`config.mk`:
```
export PLATFORM = sky130hd
export DESIGN_NAME = ir_pulse_window_capture_core
export DESIGN_NICKNAME = d
export VERILOG_FILES = /design/src/rtl/ipwc_pkg.sv /design/src/rtl/ir_pulse_window_capture_core.sv /design/src/rtl/ipwc_lane.sv /design/src/rtl/ipwc_merge.sv
export SDC_FILE = /design/constraint.sdc
export NUM_CORES = 2
export LEC_CHECK = 0
export BUFFER_PORTS_ARGS = -buffer_cell sky130_fd_sc_hd__buf_2
export CAP_MARGIN = 10
export CORE_MARGIN = 5
export CORE_UTILIZATION = 56
export DETAILED_ROUTE_END_ITERATION = 12
export PLACE_DENSITY = 0.88
export SLEW_MARGIN = 20
export SYNTH_ARGS = -nofsm -noshare
export SYNTH_HDL_FRONTEND = slang
export SYNTH_HIERARCHICAL = 1
export SYNTH_SLANG_ARGS = --single-unit
```
`constraint.sdc`:
```
create_clock -name clk -period 8.1 [get_ports clk]
set_clock_uncertainty 0.2 [all_clocks]
set_input_delay 0.81 -clock clk [delete_from_list [all_inputs] [get_ports clk]]
set_output_delay 0.81 -clock clk [all_outputs]
set_load 0.01 [all_outputs]
```
`src/rtl/ipwc_pkg.sv`:
```
// Shared constants, codes and types for the infrared pulse window capture block.
// Used by the lane, the merge unit and the top level; depends on nothing else.
package ipwc_pkg;

    // Sensor lanes that are built; lanes at or above this count read as zero.
    localparam int SENSOR_COUNT = 8;
    localparam int MAX_SENSORS  = 8;

    // Field widths.
    localparam int WIDTH_W     = 24;
    localparam int STEP_W      = 8;
    localparam int WINDOW_W    = 16;
    localparam int COUNT_W     = 4;
    localparam int INDEX_W     = 3;
    localparam int CFG_INDEX_W = 2;
    localparam int CFG_DATA_W  = 16;

    // Register indexes on the configuration port.
    localparam logic [CFG_INDEX_W-1:0] REG_WINDOW_SAMPLES = CFG_INDEX_W'(0);
    localparam logic [CFG_INDEX_W-1:0] REG_WIDTH_STEP     = CFG_INDEX_W'(1);

    // Register values after reset.
    localparam logic [WINDOW_W-1:0] WINDOW_RESET = WINDOW_W'(833);
    localparam logic [STEP_W-1:0]   STEP_RESET   = STEP_W'(1);

    typedef logic [WIDTH_W-1:0] width_t;
    typedef width_t [MAX_SENSORS-1:0] width_vec_t;

    // Control sent from the sample stage to every lane.
    typedef struct packed {
        logic                load;
        logic                close;
        logic [STEP_W-1:0]   step;
    } lane_ctrl_t;

    // One finished window.
    typedef struct packed {
        logic [COUNT_W-1:0]  active_count;
        logic [INDEX_W-1:0]  strongest_index;
        width_t              strongest_width;
        width_vec_t          widths;
    } result_t;

endpackage

```
`src/rtl/ir_pulse_window_capture_core.sv`:
```
// Infrared pulse window capture: eight sensor lanes accumulate pulse widths over
// a window of samples, and a merge unit reports the widths and the strongest one.
// Throughput: one sample per cycle; a closing sample waits only while the snapshot is full.
// A window's result passes from the lane snapshots through the merge stage register to the output register.
// Reset clears the accumulators, the sample count and all valid flags, and loads
// a window of 833 samples and a step of 1.
module ir_pulse_window_capture_core
    import ipwc_pkg::*;
(
    input  logic                   clk,
    input  logic                   rst_n,
    input  logic                   cfg_write,
    input  logic [CFG_INDEX_W-1:0] cfg_index,
    input  logic [CFG_DATA_W-1:0]  cfg_data,
    input  logic                   in_valid,
    output logic                   in_ready,
    input  logic [7:0]             sensor_levels,
    output logic                   out_valid,
    input  logic                   out_ready,
    output logic [COUNT_W-1:0]     active_count,
    output logic [INDEX_W-1:0]     strongest_index,
    output logic [WIDTH_W-1:0]     strongest_width,
    output logic [WIDTH_W-1:0]     width_0,
    output logic [WIDTH_W-1:0]     width_1,
    output logic [WIDTH_W-1:0]     width_2,
    output logic [WIDTH_W-1:0]     width_3,
    output logic [WIDTH_W-1:0]     width_4,
    output logic [WIDTH_W-1:0]     width_5,
    output logic [WIDTH_W-1:0]     width_6,
    output logic [WIDTH_W-1:0]     width_7
);

    logic [WINDOW_W-1:0] window_samples_reg;
    logic [STEP_W-1:0]   width_step_reg;
    logic [WINDOW_W-1:0] samples_seen_reg;
    logic [WINDOW_W-1:0] samples_seen_next;
    logic [WINDOW_W-1:0] limit;
    logic                close;
    logic                accept;
    logic                snap_vld_reg;
    logic                snap_ready;
    lane_ctrl_t          lane_ctrl;
    width_vec_t          snap_widths;
    result_t             res;

    // Configuration registers.
    always_ff @(posedge clk or negedge rst_n)
    begin
        if (!rst_n)
        begin
            window_samples_reg <= WINDOW_RESET;
            width_step_reg     <= STEP_RESET;
        end
        else if (cfg_write)
        begin
            case (cfg_index)
                REG_WINDOW_SAMPLES: window_samples_reg <= cfg_data[WINDOW_W-1:0];
                REG_WIDTH_STEP:     width_step_reg     <= cfg_data[STEP_W-1:0];
                default:            ;
            endcase
        end
    end

    // Window bookkeeping. A zero window length behaves as one sample.
    always_comb
    begin
        limit = (window_samples_reg == '0) ? WINDOW_W'(1) : window_samples_reg;
        close = ({1'b0, samples_seen_reg} + (WINDOW_W + 1)'(1))
              >= {1'b0, limit};
        samples_seen_next = close ? '0 : samples_seen_reg + WINDOW_W'(1);
    end

    // A sample that closes a window needs a free snapshot stage.
    assign in_ready = !close || !snap_vld_reg || snap_ready;
    assign accept   = in_valid && in_ready;

    always_ff @(posedge clk or negedge rst_n)
    begin
        if (!rst_n)
        begin
            samples_seen_reg <= '0;
            snap_vld_reg     <= 1'b0;
        end
        else
        begin
            if (accept)
            begin
                samples_seen_reg <= samples_seen_next;
            end
            snap_vld_reg <= (snap_vld_reg && !snap_ready) || (accept && close);
        end
    end

    assign lane_ctrl.load  = accept;
    assign lane_ctrl.close = close;
    assign lane_ctrl.step  = width_step_reg;

    // Sensor lanes; unbuilt lanes report zero width.
    for (genvar g = 0; g < MAX_SENSORS; g++)
    begin : g_lane
        if (g < SENSOR_COUNT)
        begin : g_used
            ipwc_lane u_lane (
                .clk   (clk),
                .rst_n (rst_n),
                .ctrl  (lane_ctrl),
                .level (sensor_levels[g]),
                .snap  (snap_widths[g])
            );
        end
        else
        begin : g_unused
            assign snap_widths[g] = '0;
        end
    end

    ipwc_merge u_merge (
        .clk         (clk),
        .rst_n       (rst_n),
        .snap_valid  (snap_vld_reg),
        .snap_widths (snap_widths),
        .snap_ready  (snap_ready),
        .res         (res),
        .res_valid   (out_valid),
        .res_ready   (out_ready)
    );

    assign active_count    = res.active_count;
    assign strongest_index = res.strongest_index;
    assign strongest_width = res.strongest_width;
    assign width_0         = res.widths[0];
    assign width_1         = res.widths[1];
    assign width_2         = res.widths[2];
    assign width_3         = res.widths[3];
    assign width_4         = res.widths[4];
    assign width_5         = res.widths[5];
    assign width_6         = res.widths[6];
    assign width_7         = res.widths[7];

    // The strongest width is never below any lane's width.
    assert property (@(posedge clk) disable iff (!rst_n)
        out_valid |-> (strongest_width >= width_0) && (strongest_width >= width_1)
            && (strongest_width >= width_2) && (strongest_width >= width_3)
            && (strongest_width >= width_4) && (strongest_width >= width_5)
            && (strongest_width >= width_6) && (strongest_width >= width_7))
        else $error("strongest width below a lane width");

    // A window with no active lane reports index zero and width zero.
    assert property (@(posedge clk) disable iff (!rst_n)
        (out_valid && active_count == '0) |->
            (strongest_width == '0 && strongest_index == '0))
        else $error("empty window reports a strongest lane");

    // The count never exceeds the number of built lanes.
    assert property (@(posedge clk) disable iff (!rst_n)
        out_valid |-> (active_count <= COUNT_W'(SENSOR_COUNT)))
        else $error("active count above lane count");

    // A closing sample is only taken while the snapshot stage can accept it.
    assert property (@(posedge clk) disable iff (!rst_n)
        (accept && close) |=> snap_vld_reg && samples_seen_reg == '0)
        else $error("closing sample lost its snapshot");

endmodule

```
`src/rtl/ipwc_lane.sv`:
```
// One sensor lane: a saturating width accumulator and its end-of-window snapshot.
// Depends on ipwc_pkg.
module ipwc_lane
    import ipwc_pkg::*;
(
    input  logic       clk,
    input  logic       rst_n,
    input  lane_ctrl_t ctrl,
    input  logic       level,
    output width_t     snap
);

    logic [WIDTH_W-1:0] acc_reg;
    logic [WIDTH_W-1:0] acc_next;
    logic [WIDTH_W-1:0] snap_reg;
    logic [WIDTH_W:0]   sum;

    // A low level means a pulse is present; add the step and saturate.
    always_comb
    begin
        sum = {1'b0, acc_reg} + (WIDTH_W + 1)'(ctrl.step);
        if (level)
        begin
            acc_next = acc_reg;
        end
        else if (sum[WIDTH_W])
        begin
            acc_next = '1;
        end
        else
        begin
            acc_next = sum[WIDTH_W-1:0];
        end
    end

    // The accumulator clears when a window closes.
    always_ff @(posedge clk or negedge rst_n)
    begin
        if (!rst_n)
        begin
            acc_reg <= '0;
        end
        else if (ctrl.load)
        begin
            acc_reg <= ctrl.close ? '0 : acc_next;
        end
    end

    // The final width of a closing window is held for the merge unit.
    always_ff @(posedge clk)
    begin
        if (ctrl.load && ctrl.close)
        begin
            snap_reg <= acc_next;
        end
    end

    assign snap = snap_reg;

endmodule

```
`src/rtl/ipwc_merge.sv`:
```
// Merge unit: counts the active lanes and finds the strongest one in a two-stage
// registered tree, then holds the result for transfer. Depends on ipwc_pkg.
module ipwc_merge
    import ipwc_pkg::*;
(
    input  logic       clk,
    input  logic       rst_n,
    input  logic       snap_valid,
    input  width_vec_t snap_widths,
    output logic       snap_ready,
    output result_t    res,
    output logic       res_valid,
    input  logic       res_ready
);

    localparam int PAIRS = MAX_SENSORS / 2;

    logic                     s1_vld_reg;
    width_vec_t               s1_widths_reg;
    width_t [PAIRS-1:0]       s1_best_w_reg;
    logic [PAIRS-1:0][INDEX_W-1:0] s1_best_i_reg;
    logic [PAIRS-1:0][1:0]    s1_cnt_reg;

    width_t [PAIRS-1:0]       pair_w;
    logic [PAIRS-1:0][INDEX_W-1:0] pair_i;
    logic [PAIRS-1:0][1:0]    pair_cnt;

    width_t                   quad_lo_w;
    width_t                   quad_hi_w;
    width_t                   best_w;
    logic [INDEX_W-1:0]       quad_lo_i;
    logic [INDEX_W-1:0]       quad_hi_i;
    logic [INDEX_W-1:0]       best_i;
    logic [COUNT_W-1:0]       count;

    result_t                  res_reg;
    logic                     res_vld_reg;
    logic                     out_go;
    logic                     s1_go;

    // Stage handshakes: a stage loads when it is empty or its contents move on.
    assign out_go     = !res_vld_reg || res_ready;
    assign s1_go      = !s1_vld_reg || out_go;
    assign snap_ready = s1_go;

    // First level: compare neighbouring lanes; the lower index wins a tie.
    always_comb
    begin
        for (int p = 0; p < PAIRS; p++)
        begin
            if (snap_widths[2*p+1] > snap_widths[2*p])
            begin
                pair_w[p] = snap_widths[2*p+1];
                pair_i[p] = INDEX_W'(2*p+1);
            end
            else
            begin
                pair_w[p] = snap_widths[2*p];
                pair_i[p] = INDEX_W'(2*p);
            end
            pair_cnt[p] = 2'({1'b0, snap_widths[2*p] != '0})
                        + 2'({1'b0, snap_widths[2*p+1] != '0});
        end
    end

    always_ff @(posedge clk or negedge rst_n)
    begin
        if (!rst_n)
        begin
            s1_vld_reg <= 1'b0;
        end
        else if (s1_go)
        begin
            s1_vld_reg <= snap_valid;
        end
    end

    always_ff @(posedge clk)
    begin
        if (s1_go && snap_valid)
        begin
            s1_widths_reg <= snap_widths;
            s1_best_w_reg <= pair_w;
            s1_best_i_reg <= pair_i;
            s1_cnt_reg    <= pair_cnt;
        end
    end

    // Remaining two levels of the tree and the total count.
    always_comb
    begin
        if (s1_best_w_reg[1] > s1_best_w_reg[0])
        begin
            quad_lo_w = s1_best_w_reg[1];
            quad_lo_i = s1_best_i_reg[1];
        end
        else
        begin
            quad_lo_w = s1_best_w_reg[0];
            quad_lo_i = s1_best_i_reg[0];
        end
        if (s1_best_w_reg[3] > s1_best_w_reg[2])
        begin
            quad_hi_w = s1_best_w_reg[3];
            quad_hi_i = s1_best_i_reg[3];
        end
        else
        begin
            quad_hi_w = s1_best_w_reg[2];
            quad_hi_i = s1_best_i_reg[2];
        end
        if (quad_hi_w > quad_lo_w)
        begin
            best_w = quad_hi_w;
            best_i = quad_hi_i;
        end
        else
        begin
            best_w = quad_lo_w;
            best_i = quad_lo_i;
        end
        count = '0;
        for (int p = 0; p < PAIRS; p++)
        begin
            count = count + COUNT_W'(s1_cnt_reg[p]);
        end
    end

    // Output register; it holds until the result is transferred.
    always_ff @(posedge clk or negedge rst_n)
    begin
        if (!rst_n)
        begin
            res_vld_reg <= 1'b0;
        end
        else if (out_go)
        begin
            res_vld_reg <= s1_vld_reg;
        end
    end

    always_ff @(posedge clk)
    begin
        if (out_go && s1_vld_reg)
        begin
            res_reg.active_count    <= count;
            res_reg.strongest_index <= best_i;
            res_reg.strongest_width <= best_w;
            res_reg.widths          <= s1_widths_reg;
        end
    end

    assign res       = res_reg;
    assign res_valid = res_vld_reg;

endmodule
```
* Yosys cells after proc, flatten, opt, wreduce, memory -nomap -nowiden
Cells that the tools add are included.
** Operators by class
- Multiplexer cells :: 40
- Equal/unequal tests :: 1
- $lt $le $gt $ge :: 8
- $add $sub $neg :: 17
- Reductions and logical operators :: 27
** Operators by type and width (count)
- 2-to-1 mux 24 bit :: 31
- adder 24 x 8 -> 25 bit :: 8
- nonzero test 24 bit :: 8
- > comparator 24 bit :: 7
- 2-to-1 mux 16 bit :: 2
- adder 16 x 1 -> 17 bit (second input constant) :: 1
- >= comparator 17 x 16 -> 1 bit :: 1
- adder 16 x 1 -> 16 bit (second input constant) :: 1
- zero test 16 bit :: 1
- 2-to-1 mux 3 bit :: 3
- adder 1 x 1 -> 2 bit :: 4
- adder 4 x 2 -> 4 bit :: 2
- logical AND 1 bit :: 5
- zero test 1 bit :: 5
- logical OR 1 bit :: 5
- 2-to-1 mux 1 bit :: 4
- AND reduction 2 bit :: 2
- adder 2 x 2 -> 3 bit :: 1
- equality test 2 x 1 -> 1 bit (second input constant) :: 1
- zero test 2 bit :: 1
** Word-level totals
- Input port bits :: 31
- Output and inout bits :: 225
- Flip-flop bits (word level) :: 958

* Longest topological paths before layout
- Depth in word-level cells :: 9
- Mapped depth :: 21
- Mapped depth without buffers :: 18

* By module
Netlist, hierarchy kept.
** Modules (own cells, without submodules)
- ipwc_merge :: times used 1, cells an instance 1393, area each 22881.9 um^2
- ipwc_lane at g_lane[1].g_used.u_lane ... :: times used 4, cells an instance 305, area each 2889.0 um^2
- ipwc_lane at g_lane[5].g_used.u_lane ... :: times used 3, cells an instance 295, area each 2891.5 um^2
- ipwc_lane at g_lane[0].g_used.u_lane :: times used 1, cells an instance 289, area each 2820.2 um^2
- ir_pulse_window_capture_core :: times used 1, cells an instance 281, area each 2641.3 um^2

* Least setup slack after synthesis
No wires, ideal clock.
- Kind :: input -> register
- Start :: in out_ready
- End :: reg u_merge/s1_best_i_reg[0] (netlist bit) (enable)
- Path slack :: -0.559 ns
- Library setup time :: 0.700 ns
- Cell stages on the path :: 2
- Required time :: 7.200 ns
- Arrival time :: 7.759 ns
- Cell sequence :: nand3b_1 -> and2_1
** On the way
- Longest elaborated chain between the ends :: 3
** Ends and longest elaborated chain
- from (decl) :: RTL line ir_pulse_window_capture_core.sv:19 : input logic out_ready,
- logical OR 1 bit :: RTL line ipwc_merge.sv:42 : assign out_go = !res_vld_reg || res_ready;
- logical OR 1 bit :: RTL line ipwc_merge.sv:43 : assign s1_go = !s1_vld_reg || out_go;
- logical AND 1 bit :: RTL line ipwc_merge.sv:80 : if (s1_go && snap_valid)
- to (signal assigned) :: RTL line ipwc_merge.sv:84 : s1_best_i_reg <= pair_i;
- to (decl) :: RTL line ipwc_merge.sv:21 : logic [PAIRS-1:0][INDEX_W-1:0] s1_best_i_reg;
No other way between the ends.
A chain may end at the register's enable or synchronous reset.

* Worst setup path in the final report
- Start :: reg samples_seen_reg[0]
- End :: reg g_lane[4].g_used.u_lane.snap_reg[21] (enable)
** On the way
- Longest elaborated chain between the ends :: 7
** Ends and longest elaborated chain
- from (decl) :: RTL line ir_pulse_window_capture_core.sv:35 : logic [WINDOW_W-1:0] samples_seen_reg;
- from (signal assigned) :: RTL line ir_pulse_window_capture_core.sv:88 : samples_seen_reg <= samples_seen_next;
- adder 16 x 1 -> 17 bit (*) :: RTL line ir_pulse_window_capture_core.sv:68 : close = ({1'b0, samples_seen_reg} + (WINDOW_W + 1)'(1))
- >= comparator 17 x 16 -> 1 bit (*) :: RTL line ir_pulse_window_capture_core.sv:69 : >= {1'b0, limit};
- zero test 1 bit :: RTL line ir_pulse_window_capture_core.sv:74 : assign in_ready = !close || !snap_vld_reg || snap_ready;
- logical OR 1 bit (2 in a row) :: RTL line ir_pulse_window_capture_core.sv:74
- logical AND 1 bit :: RTL line ir_pulse_window_capture_core.sv:75 : assign accept = in_valid && in_ready;
- logical AND 1 bit (*) :: RTL line ipwc_lane.sv:52 : if (ctrl.load && ctrl.close)
- to (signal assigned) :: RTL line ipwc_lane.sv:54 : snap_reg <= acc_next;
- to (decl) :: RTL line ipwc_lane.sv:15 : logic [WIDTH_W-1:0] snap_reg;
Every way passes the cells marked *; elsewhere a longest branch is shown, timed or not.

==> insert_results.sql <==
INSERT INTO impl_metrics (metric_group, metric, value, unit) VALUES
('routing', 'drt-initial-drc-count', '4348', ''),
('timing', 'relSlewSlack', '25.0', '%'),
('run_status', 'outcome', 'completed', ''),
('routing', 'drt-pass1-iter-count', '10', ''),
('routing', 'final_antenna_net_count', '0', ''),
('worst_setup_path', 'worstSetupStartpointType', 'flop', ''),
('synth', 'async_reset_ff_share', '24.7', '%'),
('global_routing', 'grt_start_max_net_pins', '156', ''),
('clocking', 'cts.repair.resized', '0', ''),
('placed_design', 'gpl.final_weighted_congestion', '0.994', ''),
('floorplan', 'design.portCount', '256', ''),
('clocking', 'clock_latency', '690', 'ps'),
('final_layout', 'finalNonFillerCells', '5513', ''),
('routing', 'routed_wire_length_per_instance', '23.1', 'µm'),
('synth', 'synth-adder-area-share', '7.06', '%'),
('synth', 'synth_top_family_by_area', 'simple AND/OR/NAND/NOR gates', ''),
('final_layout', 'finish.net_count', '4571', ''),
('timing', 'fmaxAchievable', '0.161', 'GHz'),
('synth', 'synth_area', '48600', 'µm²'),
('synth', 'yosys-top-cells-area', 'edfxtp_1 44%, dfrtp_1 12%, ha_1 6.6%', ''),
('routing', 'post-route-drc-count', '0', ''),
('timing', 'finalHoldViolCount', '0', ''),
('synth', 'synth_area_per_cell', '11.9', 'µm²'),
('timing', 'tns', '0', 'ps'),
('timing', 'final-max-slew-violation-count', '0', ''),
('routing', 'totalWireLength', '127000', 'µm'),
('worst_setup_path', 'worst-setup-path-type', 'reg -> reg', ''),
('placed_design', 'dp.final_hpwl', '90600', 'µm'),
('floorplan', 'die_h', '305', 'µm'),
('synth', 'synth_top_area_share', '44.2', '%'),
('synth', 'postSynth.topFlopCell', 'edfxtp_1', ''),
('synth', 'yosys_register_bits', '950', ''),
('routing', 'drt-vias-per-instance', '6.25', ''),
('final_layout', 'fin_area', '54000', 'µm²'),
('final_layout', 'largest_reg_flops', '223', ''),
('synth', 'yosys.area_share.xor_xnor', '2.67', '%'),
('power_and_ir_drop', 'power_density_of_the_placed_cells', '340', 'nW/µm²'),
('floorplan', 'die_width', '305', 'µm'),
('synth', 'synth_edf_count', '715', ''),
('synth', 'post_synth_num_cell_types', '96', ''),
('final_layout', 'flow.area_growth_from_synthesis', '11.3', '%'),
('global_routing', 'global_route_wire_length_before_repair', '194000', 'µm'),
('synth', 'synth-warning-count', '6', ''),
('worst_setup_path', 'critPathArrivalTime', '6270', 'ps'),
('worst_setup_path', 'crit_path_max_fanout', '29', ''),
('placed_design', 'dpl.cell_count', '5330', ''),
('run', 'max_cap_violations', '0', ''),
('timing', 'layout_min_cycle_time', '6190', 'ps'),
('clocking', 'cts_tree', 'yes', ''),
('timing', 'worst_slew_pin_slew', '1120', 'ps'),
('clocking', 'htreeDepth', '3', ''),
('global_routing', 'grt_antenna_before_repair', '7', ''),
('power_and_ir_drop', 'vdd_drop_max', '245', 'µV'),
('synth', 'synthSimpleGateAreaFrac', '13.2', '%'),
('synth', 'share_of_the_synthesized_area_in_compound_gates_ao_oa_aoi_oai', '10.6', '%'),
('clocking', 'clk_pin_slew', '60', 'ps'),
('timing', 'setup_viol', '0', ''),
('global_routing', 'vias_in_the_first_global_route', '32800', ''),
('floorplan', 'total_die_area', '92700', 'µm²'),
('routing', 'vias', '34500', ''),
('floorplan', 'floorplan.initialDensity', '56.2', '%'),
('synth', 'post_synth_inst_count', '4068', ''),
('power_and_ir_drop', 'leakagePower', '21.9', 'nW'),
('floorplan', 'row_count', '108', ''),
('final_layout', 'final_layout_size_suffix_gt1_share', '17.2', '%'),
('synth', 'synth.area.mux_share', '6.18', '%'),
('clocking', 'root_driver', 'clkbuf_16', ''),
('worst_setup_path', 'critical_path.endpoint_type', 'flop', ''),
('worst_setup_path', 'worstPathRequired', '8180', 'ps'),
('timing', 'rsz0062_at_grt', 'no', ''),
('clocking', 'tritoncts.num_buffers', '95', '');
==> layout make-up <==
type                       instances  area [µm²]
antenna                            3        7.51
clock buffer                     113        2480
fill                            6296       32400
timing repair buffer             283        1550
inverter                         270        1010
multi-input combinational       2673       19300
tap                             1155        1450
clock inverter                    66         837
sequential                       950       27400
==> worst max-delay path, stage by stage, from the launching register on <==
cell and delay (ps):
dfrtp_1 440, ha_1 300, nand4_1 200, or4_4 590, nor2_1 210, xor2_1 100, ha_1 320, nand3_1 80
nor4_1 470, a211oi_4 180, o211a_4 210, inv_2 90, buf_4 400, buf_4 500, nand2_1 530, inv_1 890
==> cells in the final DEF, fill, tap and decap left out, drive strengths merged, types with 18 or more instances in the layout <==
cell    netlist  routed
o21ai       191     191
a211oi       26      26
nand3       121     121
nand4       106     106
mux2        138     138
o211ai       24      24
inv         266     275
a21oi       329     329
and3         36      36
nor3        117     117
buf          95     282
ha          255     255
a21o         62      62
and4         51      51
clkbuf       80     113
nor4         71      71
nor2b        36      36
nand2       312     312
edfxtp      715     715
nor2        276     276
mux2i       116     116
xnor2        99      99
dfrtp       230     230
xor2         49      49
o21a         21      21
clkinv        4      34
a31o         18      18
==> through the flow <==
stage	worst slack [ps]	total power [mW]
6_report	1910	18.4
5_1_grt	1640	19.3
4_1_cts	2020	18.3
3_5_place_dp	2060	13.6
3_3_place_gp	2160	13.3
2_1_floorplan	1310	11.8
==> metal layers <==
metal | up-vias | wire length [µm] | global-route usage [%]
met5 | - | 0 | 0
met4 | 0 | 5810 | 10.7
met3 | 420 | 13700 | 5.14
met2 | 2045 | 58400 | 42.2
li1 | 15500 | - | -
met1 | 16500 | 49400 | 36.6
==> timing repair <==
item	in CTS	in global routing
hold buffers	1	0
hold endpoints to repair	51	0
setup endpoints to repair	0	0
buffers inserted	0	0
==> final timing paths <==
kind                       cells past startpoint                                  end                        from  slack [ps]
min in group asynchronous                      2  g_lane[4].g_used.u_lane/acc_reg[19]                       rst_n         450
min reg2reg                                    0                     u_merge/res[120]  u_merge/s1_widths_reg[120]         210
max reg2reg                                   15     g_lane[4].g_used.u_lane/snap[21]         samples_seen_reg[0]        1910
max in group asynchronous                      3  g_lane[1].g_used.u_lane/acc_reg[13]                       rst_n        6180
min                                            3               window_samples_reg[11]                cfg_data[11]         130
max                                           15     g_lane[4].g_used.u_lane/snap[21]         samples_seen_reg[0]        1910
==> power breakdown <==
| part | switching, mW | total (mW) | leakage, nW | internal [mW] |
|---|---|---|---|---|
| logic | 3.67 | 5.96 | 10.6 | 2.28 |
| registers | 0.979 | 7.77 | 9.71 | 6.79 |
| clock network | 1.94 | 4.67 | 1.60 | 2.73 |
==> cell families after synthesis <==
| group | Yosys count |
|---|---|
| xor gates and xnor gates | 148 |
| adders and majority gates | 267 |
| AOI/OAI and AO/OA | 809 |
| DFF | 950 |
| buffers and inverters | 445 |
| muxes | 254 |
| and+or+nand+nor | 1195 |
Note: power is estimated with default switching activity, not from simulation.
